File: src/bqm_pkg.sv
// Shared types and constants for the byte queue with pop-minimum.
// No dependencies; imported by the top level and the checker.
`timescale 1ns / 1ps

package bqm_pkg;

  localparam int BQM_CAPACITY = 10;

  typedef enum logic [2:0] {
    OP_PUSH    = 3'd0,
    OP_POP     = 3'd1,
    OP_PEEK    = 3'd2,
    OP_POP_MIN = 3'd3,
    OP_CLEAR   = 3'd4
  } op_t;

  typedef enum logic [1:0] {
    ST_OK    = 2'd0,
    ST_EMPTY = 2'd1,
    ST_FULL  = 2'd2
  } status_t;

  typedef enum logic [1:0] {
    S_IDLE,
    S_SCAN,
    S_SHIFT,
    S_FINISH
  } state_t;

endpackage

File: src/bqm_cmp_unit.sv
// Signed compare unit used by the scan of the queue.
// Decides whether the candidate replaces the current best entry.
`timescale 1ns / 1ps

module bqm_cmp_unit (
  input  logic signed [7:0] cand,
  input  logic signed [7:0] best,
  input  logic              best_valid,
  output logic              take
);

  // strict less-than keeps the earliest minimum
  assign take = !best_valid || (cand < best);

endmodule

File: src/byte_queue_with_pop_min.sv
// Top level: circular byte queue with push, pop, peek, pop-minimum and clear.
// Depends on bqm_pkg and bqm_cmp_unit.
//
//   channel  signals                           direction
//   in       in_valid in_stall opcode           request transaction
//            push_value
//   out      out_valid out_stall value status   result transaction
//            count queue_empty is_full
//
// Push, clear, unused codes and empty cases go straight to the result; peek and pop read the head.
// Pop minimum scans all N entries for the minimum, then compacts the entries behind it:
// one read per cycle for the scan, one read and one write per cycle for the compaction.
// Reset leaves the queue empty; storage contents are not cleared.
// A held result does not block the next request; its result waits for the output register.
`timescale 1ns / 1ps

module byte_queue_with_pop_min #(
  parameter int CAPACITY = bqm_pkg::BQM_CAPACITY
) (
  input  logic              clk,
  input  logic              rst,
  input  logic              in_valid,
  output logic              in_stall,
  input  logic [2:0]        opcode,
  input  logic signed [7:0] push_value,
  output logic              out_valid,
  input  logic              out_stall,
  output logic signed [7:0] value,
  output logic [1:0]        status,
  output logic [3:0]        count,
  output logic              queue_empty,
  output logic              is_full
);

  import bqm_pkg::*;

  localparam int PW = (CAPACITY > 1) ? $clog2(CAPACITY) : 1;
  localparam int CW = $clog2(CAPACITY + 1);
  localparam logic [PW-1:0] LAST = PW'(CAPACITY - 1);
  localparam logic [CW-1:0] FULL_COUNT = CW'(CAPACITY);

  function automatic logic [PW-1:0] ptr_inc(input logic [PW-1:0] p);
    if (p == LAST) return '0;
    return p + PW'(1);
  endfunction

  function automatic logic [PW-1:0] ptr_dec(input logic [PW-1:0] p);
    if (p == '0) return LAST;
    return p - PW'(1);
  endfunction

  state_t state, state_next;

  logic [PW-1:0]     head, tail;
  logic [CW-1:0]     entry_count;
  logic [CW+3:0]     count_wide;
  op_t               op_q;
  logic [PW-1:0]     rd_ptr, wr_ptr, pend_addr, best_addr;
  logic [CW-1:0]     rd_left;
  logic              pend;
  logic signed [7:0] best_val;
  logic              best_valid;
  logic signed [7:0] res_value;
  status_t           res_status;
  logic              take;

  logic signed [7:0] mem [CAPACITY];
  logic signed [7:0] rd_data;
  logic              mem_re, mem_we;
  logic [PW-1:0]     mem_raddr, mem_waddr;
  logic signed [7:0] mem_wdata;

  logic in_accept, load_out, scan_done, shift_done, full_now;

  assign in_accept  = in_valid && !in_stall;
  assign full_now   = (entry_count == FULL_COUNT);
  assign scan_done  = (rd_left == '0) && !pend;
  assign shift_done = (rd_ptr == tail) && !pend;
  assign count_wide = {4'b0, entry_count};

  bqm_cmp_unit u_cmp (
    .cand       (rd_data),
    .best       (best_val),
    .best_valid (best_valid),
    .take       (take)
  );

  always_ff @(posedge clk) begin
    if (mem_we) mem[mem_waddr] <= mem_wdata;
    if (mem_re) rd_data <= mem[mem_raddr];
  end

  always_comb begin
    state_next = state;
    case (state)
      S_IDLE: begin
        if (in_accept) begin
          case (opcode)
            OP_POP, OP_PEEK, OP_POP_MIN: begin
              state_next = (entry_count != '0) ? S_SCAN : S_FINISH;
            end
            default: state_next = S_FINISH;
          endcase
        end
      end
      S_SCAN: begin
        if (scan_done) state_next = (op_q == OP_POP_MIN) ? S_SHIFT : S_FINISH;
      end
      S_SHIFT: begin
        if (shift_done) state_next = S_FINISH;
      end
      S_FINISH: begin
        if (load_out) state_next = S_IDLE;
      end
      default: state_next = S_IDLE;
    endcase
  end

  always_comb begin
    in_stall  = 1'b1;
    mem_re    = 1'b0;
    mem_raddr = rd_ptr;
    mem_we    = 1'b0;
    mem_waddr = pend_addr;
    mem_wdata = rd_data;
    load_out  = 1'b0;
    case (state)
      S_IDLE: begin
        in_stall = 1'b0;
        if (in_accept && opcode == OP_PUSH && !full_now) begin
          mem_we    = 1'b1;
          mem_waddr = tail;
          mem_wdata = push_value;
        end
      end
      S_SCAN: begin
        mem_re = (rd_left != '0);
      end
      S_SHIFT: begin
        mem_re = (rd_ptr != tail);
        mem_we = pend;
      end
      S_FINISH: begin
        load_out = !out_valid || !out_stall;
      end
      default: begin
        in_stall = 1'b1;
      end
    endcase
  end

  always_ff @(posedge clk) begin
    if (rst) begin
      state       <= S_IDLE;
      head        <= '0;
      tail        <= '0;
      entry_count <= '0;
      pend        <= 1'b0;
      rd_left     <= '0;
      best_valid  <= 1'b0;
      out_valid   <= 1'b0;
    end else begin
      state     <= state_next;
      out_valid <= load_out || (out_valid && out_stall);
      case (state)
        S_IDLE: begin
          if (in_accept) begin
            pend       <= 1'b0;
            best_valid <= 1'b0;
            rd_left    <= (opcode == OP_POP_MIN) ? entry_count : CW'(1);
            case (opcode)
              OP_PUSH: begin
                if (!full_now) begin
                  tail        <= ptr_inc(tail);
                  entry_count <= entry_count + CW'(1);
                end
              end
              OP_CLEAR: begin
                head        <= '0;
                tail        <= '0;
                entry_count <= '0;
              end
              default: begin
                head <= head;
              end
            endcase
          end
        end
        S_SCAN: begin
          if (mem_re) begin
            rd_left <= rd_left - CW'(1);
            pend    <= 1'b1;
          end else begin
            pend <= 1'b0;
          end
          if (pend && take) best_valid <= 1'b1;
          if (scan_done && op_q == OP_POP) begin
            head        <= ptr_inc(head);
            entry_count <= entry_count - CW'(1);
          end
        end
        S_SHIFT: begin
          pend <= mem_re;
          if (shift_done) begin
            tail        <= ptr_dec(tail);
            entry_count <= entry_count - CW'(1);
          end
        end
        default: begin
          pend <= 1'b0;
        end
      endcase
    end
  end

  always_ff @(posedge clk) begin
    case (state)
      S_IDLE: begin
        if (in_accept) begin
          op_q       <= op_t'(opcode);
          rd_ptr     <= head;
          res_value  <= '0;
          res_status <= ST_OK;
          case (opcode)
            OP_PUSH: begin
              if (full_now) res_status <= ST_FULL;
            end
            OP_POP, OP_PEEK, OP_POP_MIN: begin
              if (entry_count == '0) res_status <= ST_EMPTY;
            end
            default: begin
              res_status <= ST_OK;
            end
          endcase
        end
      end
      S_SCAN: begin
        if (mem_re) begin
          rd_ptr    <= ptr_inc(rd_ptr);
          pend_addr <= rd_ptr;
        end
        if (pend && take) begin
          best_val  <= rd_data;
          best_addr <= pend_addr;
        end
        if (scan_done) begin
          res_value <= best_val;
          rd_ptr    <= ptr_inc(best_addr);
          wr_ptr    <= best_addr;
        end
      end
      S_SHIFT: begin
        if (mem_re) begin
          rd_ptr    <= ptr_inc(rd_ptr);
          wr_ptr    <= rd_ptr;
          pend_addr <= wr_ptr;
        end
      end
      S_FINISH: begin
        if (load_out) begin
          value       <= res_value;
          status      <= res_status;
          count       <= count_wide[3:0];
          queue_empty <= (entry_count == '0);
          is_full     <= full_now;
        end
      end
      default: begin
        value <= value;
      end
    endcase
  end

endmodule

File: config.mk
export PLATFORM = sky130hd
export DESIGN_NAME = byte_queue_with_pop_min
export DESIGN_NICKNAME = d
export VERILOG_FILES = /design/src/bqm_pkg.sv /design/src/bqm_cmp_unit.sv /design/src/byte_queue_with_pop_min.sv
export SDC_FILE = /design/constraint.sdc
export NUM_CORES = 1
export LEC_CHECK = 0
export BUFFER_PORTS_ARGS = -buffer_cell sky130_fd_sc_hd__buf_4
export CAP_MARGIN = 0
export CORE_UTILIZATION = 45
export DETAILED_ROUTE_END_ITERATION = 8
export GPL_TIMING_DRIVEN = 0
export PLACE_DENSITY = 0.62
export SYNTH_ARGS = -nofsm -noshare
export SYNTH_HDL_FRONTEND = slang
export SYNTH_SLANG_ARGS = --single-unit
File: constraint.sdc
create_clock -name clk -period 4 [get_ports clk]
set_input_delay 0.2 -clock clk [delete_from_list [all_inputs] [get_ports clk]]
set_output_delay 0.2 -clock clk [all_outputs]
set_load 0.1 [all_outputs]
Yosys cells after proc, flatten, opt, wreduce, memory -nomap -nowiden. Memories as Yosys holds them, arrays and structs flattened. A register that Yosys moved wholly into a read port is not among the register bits. Cells that the tools add are included.

Add/sub/neg operators: 8. $mul: 0. Div/mod/pow operators: 0. Order comparisons: 1. Equality and inequality tests: 28. Shift-type cells: 0. Multiplexer cells: 91. Bitwise gates (word level): 0. Reduce and logical (&&, ||, !) cells: 41.

Operators by type and width (number): $mux 4 (33); $pmux 4 s2 (7); $mux 8 (4); $mux 1 (31); $pmux 4 s3 (2); $add 4x1->4 const B (5); $eq 4x4->1 const B (5); $ne 2x2->1 const B (8); $pmux 8 s2 (1); $reduce_and 3->1 (5); $mux 2 (7); $logic_not 4->1 (3); $reduce_and 4->1 (3); $sub 4x1->4 const B (3); $eq 3x2->1 const B (3); $logic_and 1x1->1 (8); $lt 8x8->1 (1); $pmux 2 s4 (1); $reduce_bool 4->1 (2); $eq 3x1->1 const B (2); $ne 3x3->1 const B (2); $pmux 1 s2 (3); $reduce_and 2->1 (3); $reduce_and 6->1 (1); 17 further kinds (26).

Bits in registers: 74. Bits in latches: 0. Memory bits (writable): 80. ROM bits: 0. Bits of input ports: 15. Memories: 1.

Memory list: mem (words 10, bits a word 8, rd ports 1, clocked after Yosys merged registers in 1, write ports 1, line byte_queue_with_pop_min.sv:67) `logic signed [7:0] mem [CAPACITY];`.

Longest topological paths before layout.
Depth after elaboration: 12. Gate-level depth with buffers: 9.

Modules after synthesis. From an unflattened synthesis, not the netlist that was laid out.

Cells, all modules: 521. Area total of the unflattened synthesis: 7359.6 µm².

Modules (own cells, without submodules): byte_queue_with_pop_min (times used 1, cells an instance 495, area each 7168.1 µm²); bqm_cmp_unit (times used 1, cells an instance 26, area each 191.4 µm²).

Worst setup path after synthesis. OpenSTA, ideal clock, no wires.

Kind: reg2reg. Start point: register rd_data[1], read port of mem. End point: register best_addr[0], enable pin. Library setup time: 0.449 ns. Arrival time: 3.194 ns. Data required time: 3.551 ns. Path slack: 0.358 ns. Cell stages (with the launch flop): 6. Period minus slack after synthesis: 3.642 ns. Cells stage by stage: edfxtp_1 -> ha_1 -> a21o_1 -> a21o_1 -> a21o_1 -> a2111oi_0.

Cells in the longest elaborated chain, start to end: 4.

Ends and longest elaborated chain: start: declaration (line byte_queue_with_pop_min.sv:68) `logic signed [7:0] rd_data;`; $lt 8x8->1 (line bqm_cmp_unit.sv:13) `assign take = !best_valid || (cand < best);`; $logic_or 1x1->1 (line bqm_cmp_unit.sv:13); $logic_and 1x1->1 (line byte_queue_with_pop_min.sv:242) `if (pend && take) begin`; $reduce_and 2->1 (no source line); end signal: assignment (line byte_queue_with_pop_min.sv:244) `best_addr <= pend_addr;`; end: declaration (line byte_queue_with_pop_min.sv:58) `logic [PW-1:0] rd_ptr, wr_ptr, pend_addr, best_addr;`.

No other way between the ends. A chain may end at the register's enable or synchronous reset.

Worst setup path after layout.
Start point: register state[0]. End point: memory mem[0][1], enable pin.

Cells in the longest elaborated chain, start to end: 8. Elaborated cells on any way between the ends: 11. Classes of those cells: eq/ne: 1; mux: 6; reduce/logical: 4.

Ends and longest elaborated chain: start: declaration (line byte_queue_with_pop_min.sv:52) `state_t state, state_next;`; start signal: assignment (line byte_queue_with_pop_min.sv:163) `state <= state_next;`; $logic_not 2->1 (line byte_queue_with_pop_min.sv:127) `case (state)`; $logic_and 1x1->1 (line byte_queue_with_pop_min.sv:75) `assign in_accept = in_valid && !in_stall;`; $logic_and 1x1->1 (2 in a row) (line byte_queue_with_pop_min.sv:130) `if (in_accept && opcode == OP_PUSH && !full_now) begin`; $mux 1 (line byte_queue_with_pop_min.sv:130); $pmux 1 s2 (line byte_queue_with_pop_min.sv:127); $mux 1 (line byte_queue_with_pop_min.sv:89) `if (mem_we) mem[mem_waddr] <= mem_wdata;`; $mux 1 (implied by the code) (line byte_queue_with_pop_min.sv:89); end: declaration (line byte_queue_with_pop_min.sv:67).

Several ways; a longest one is shown, not always the timed one.

==> impl_results.md <==
* Fraction of registers with async set/reset at 0%
* Tcrit/Tclk final at 83.4%
* Reg2reg path depth at 9
* Top achievable clock speed at 0.300 GHz
* Vias at 4552
* CP arrival at 3.39 ns
* Crit path required time at 4.05 ns
* Clock-pin slew on the worst setup and hold paths at 0.07 ns
* Post CTS Setup Buffer Count at 0
* Top cells by area, synth: edfxtp_1 (57%), dfxtp_1 (5.7%), mux4_2 (4.9%)
* Die Height at 130 um
* Final-report hold violation count at 0
* First-pass GRT wire length at 24400 um
* Io pins at 33
* I/O Buffers at 32
* Die Span X at 130 um
* Power Density at 736 mW/mm^2
* Leakage power at 3.01 nW
* Starting Density at 46.2%
* CORE AREA at 0.0159 mm^2
* Seq cells post-synth at 162
* Largest net degree at the start of global routing at 17
* Syn Inst Count at 535
* Synth Area per Inst at 13.8 um^2
* Setup crit end kind: flip-flop
* Clk sinks at 162
* Yosys cell types at 63
* Register share of total power at 38.1%
* Max Slew Vio Count at 0
* H-Tree Depth at 4
* Status: completed
* CTS resizes at 0
* Wire per inst at 19.2 um
* Grt ovf at 0
* Final Skew at 0.00870 ns
* Final Critical Period at 3.33 ns
* Internal power at 0.00416 W
* Slew HR at 37.0%
* Max-cap viol count at 0
* Vias in the first global route at 4482
* Global placement routability congestion at 0.819
* Sequential area share after synthesis at 63.2%
* Synth top cells by count: edfxtp_1 (141), nor2_1 (42), a21oi_1 (30), inv_1 (30), ha_1 (26)
* TNS Setup at 0 ns
* Sw Ratio at 34.3%
* CP Launch Type: flip-flop
* CTS tree: yes
* Net Switching at 0.00217 W
* Final Cell Area at 0.00860 mm^2
* First drt pass iteration count at 5
* DPL Wire Length at 10900 um
* Placed insts at 785
* Share of layout cells above drive strength 1 at 19.1%
* Gr usage total at 19.9%
* Gate power share at 32.4%
* Non-Filler Instances at 819
* Tightest Pin Transition at 0.943 ns
* Drt via density at 5.56
* Top_reg_cell synth: edfxtp_1
* Critical R2R Launch: state[0]$_SDFFE_PP0P_
* Hold Path Origin: out_stall
* # setup viols final at 0
* Area of placed instances at 0.00790 mm^2
* Antenna Violating Nets Remaining at 0
* Flop-to-flop setup slack at 0.67 ns
* Number of buffers created by CTS at 17
* Worst-Skew Late Latency at 0.43 ns
* Layout overhead on the synthesized area at 16.7%
* Residual DRC at 0
* Most frequent cell after synthesis: edfxtp_1
* Hold Buf Count CTS at 2
* Hold Path Class: in -> reg
* Hold Path Stages at 3
* Final net count at 631
* Hold Path End: out_valid$_SDFF_PP0_
* Clock root buffer: clkbuf_16
* Synthesized area at 0.00737 mm^2
* Critical path fanouts, max at 10
* Syn Nets at 576
* Initial antenna violation count at 0
* Clock buffer depth at 2
* Largest area contributor in the netlist: edfxtp_1
* Crit Path Class: reg -> reg
* Die area at 0.0169 mm^2
* Number of diodes at 0
* RSZ-0062 raised after global routing: false
* VDD IR max at 0.366 mV
* EDFF count, synth at 141
* Worst r2r dst: mem[0][1]$_DFFE_PP_
* Synth warn at 0
* Synth top area share at 57.5%
* Clock power frac at 29.5%
* Initial drt markers at 451
* WL final at 15800 um
* Rows at 46
==> how the worst max path moves through the flow <==
stage | to | cells after the start | startpoint
after floorplan | best_addr[0]$_DFFE_PP_ | 5 | rd_data[1]$_DFFE_PP_
after global placement | best_addr[1]$_DFFE_PP_ | 6 | state[1]$_SDFFE_PP0P_
after detailed placement | mem[0][7]$_DFFE_PP_ | 9 | state[0]$_SDFFE_PP0P_
after CTS | mem[0][1]$_DFFE_PP_ | 9 | state[0]$_SDFFE_PP0P_
after global routing | mem[0][1]$_DFFE_PP_ | 9 | state[0]$_SDFFE_PP0P_
final | mem[0][1]$_DFFE_PP_ | 9 | state[0]$_SDFFE_PP0P_
==> state kept, by name, summed over array words and instances, names as in the netlist, 2 cells and up <==
name         cells
mem             80
pend_addr        4
res_value        8
best_val         8
state            2
value            8
mem_raddr        4
op_q             3
tail             4
count            4
head             4
rd_left          4
best_addr        4
status           2
rd_data          8
entry_count      4
wr_ptr           4
res_status       2
==> through the flow <==
stage / util, % / hold slack [ns] / total power [W] / worst slack, ns
2_1_floorplan: - / 0.299 / 0.00391 / 0.358
5_1_grt: 53.9 / 0.0317 / 0.00663 / 0.409
6_report: 53.9 / 0.0252 / 0.00633 / 0.665
3_3_place_gp: 49.4 / 0.402 / 0.00443 / -0.728
3_5_place_dp: 49.6 / 0.405 / 0.00448 / 0.718
4_1_cts: 53.9 / 0.0137 / 0.00635 / 0.650
==> critical path, stage by stage, from the launching register on <==
cell and delay (ns):
dfxtp_1 0.33, inv_1 0.15, ha_1 0.17, buf_2 0.19, nand2_1 0.14, or4_1 0.63, clkbuf_1 0.32, o21ai_0 0.15
o21ai_0 0.20, nor2_1 0.68
==> placed cells by master, fill, tap and decap left out, types with 7 or more instances in the layout <==
master,count
a211oi_1,11
a21o_1,7
a21oi_1,30
a31oi_1,8
buf_4,35
clkbuf_1,17
clkbuf_16,17
dfxtp_1,21
edfxtp_1,141
ha_1,26
inv_1,30
mux2_2,16
mux2i_1,13
mux4_2,16
nand2_1,17
nand3_1,12
nor2_1,42
nor2b_1,12
nor3_1,10
nor3b_1,7
o21ai_0,13
==> cell type report <==
class                   instances  area (um^2)
fillers                      1304         7340
flip-flops and latches        162         4650
multi-input cells             318         2500
clock buffers                  17          425
repair buffers                 36          275
well taps                     216          270
clock inverters                15          253
inverters                      30          113
plain buffers                  25          111
==> per-layer routing <==
layer	track usage [%]	up-vias	wire length, um
met5	0	-	0
met4	7.05	0	193
met3	4.84	18	775
met2	33.6	136	7930
met1	25.1	2242	6860
li1	-	2156	-
==> power by group through the flow <==
stage	sequential [W]	clock, W	combinational, W
6_report	0.00241	0.00187	0.00205
5_1_grt	0.00244	0.00196	0.00223
4_1_cts	0.00241	0.00188	0.00205
3_5_place_dp	0.00244	0	0.00204
3_3_place_gp	0.00243	0	0.00200
2_1_floorplan	0.00254	0	0.00137
==> cell families after synthesis <==
| family | Yosys count | share of synthesized area (%) |
|---|---|---|
| flip-flops | 162 | 63.2 |
| AND/OR/NAND/NOR | 136 | 10.1 |
| AO/OA/AOI/OAI | 102 | 9.10 |
| buffers and inverters | 55 | 3.04 |
| multiplexers | 45 | 9.10 |
| adder cells (fa/ha/maj) | 26 | 4.41 |
| XOR/XNOR | 9 | 1.07 |
Note: power is estimated with default switching activity, not from simulation.
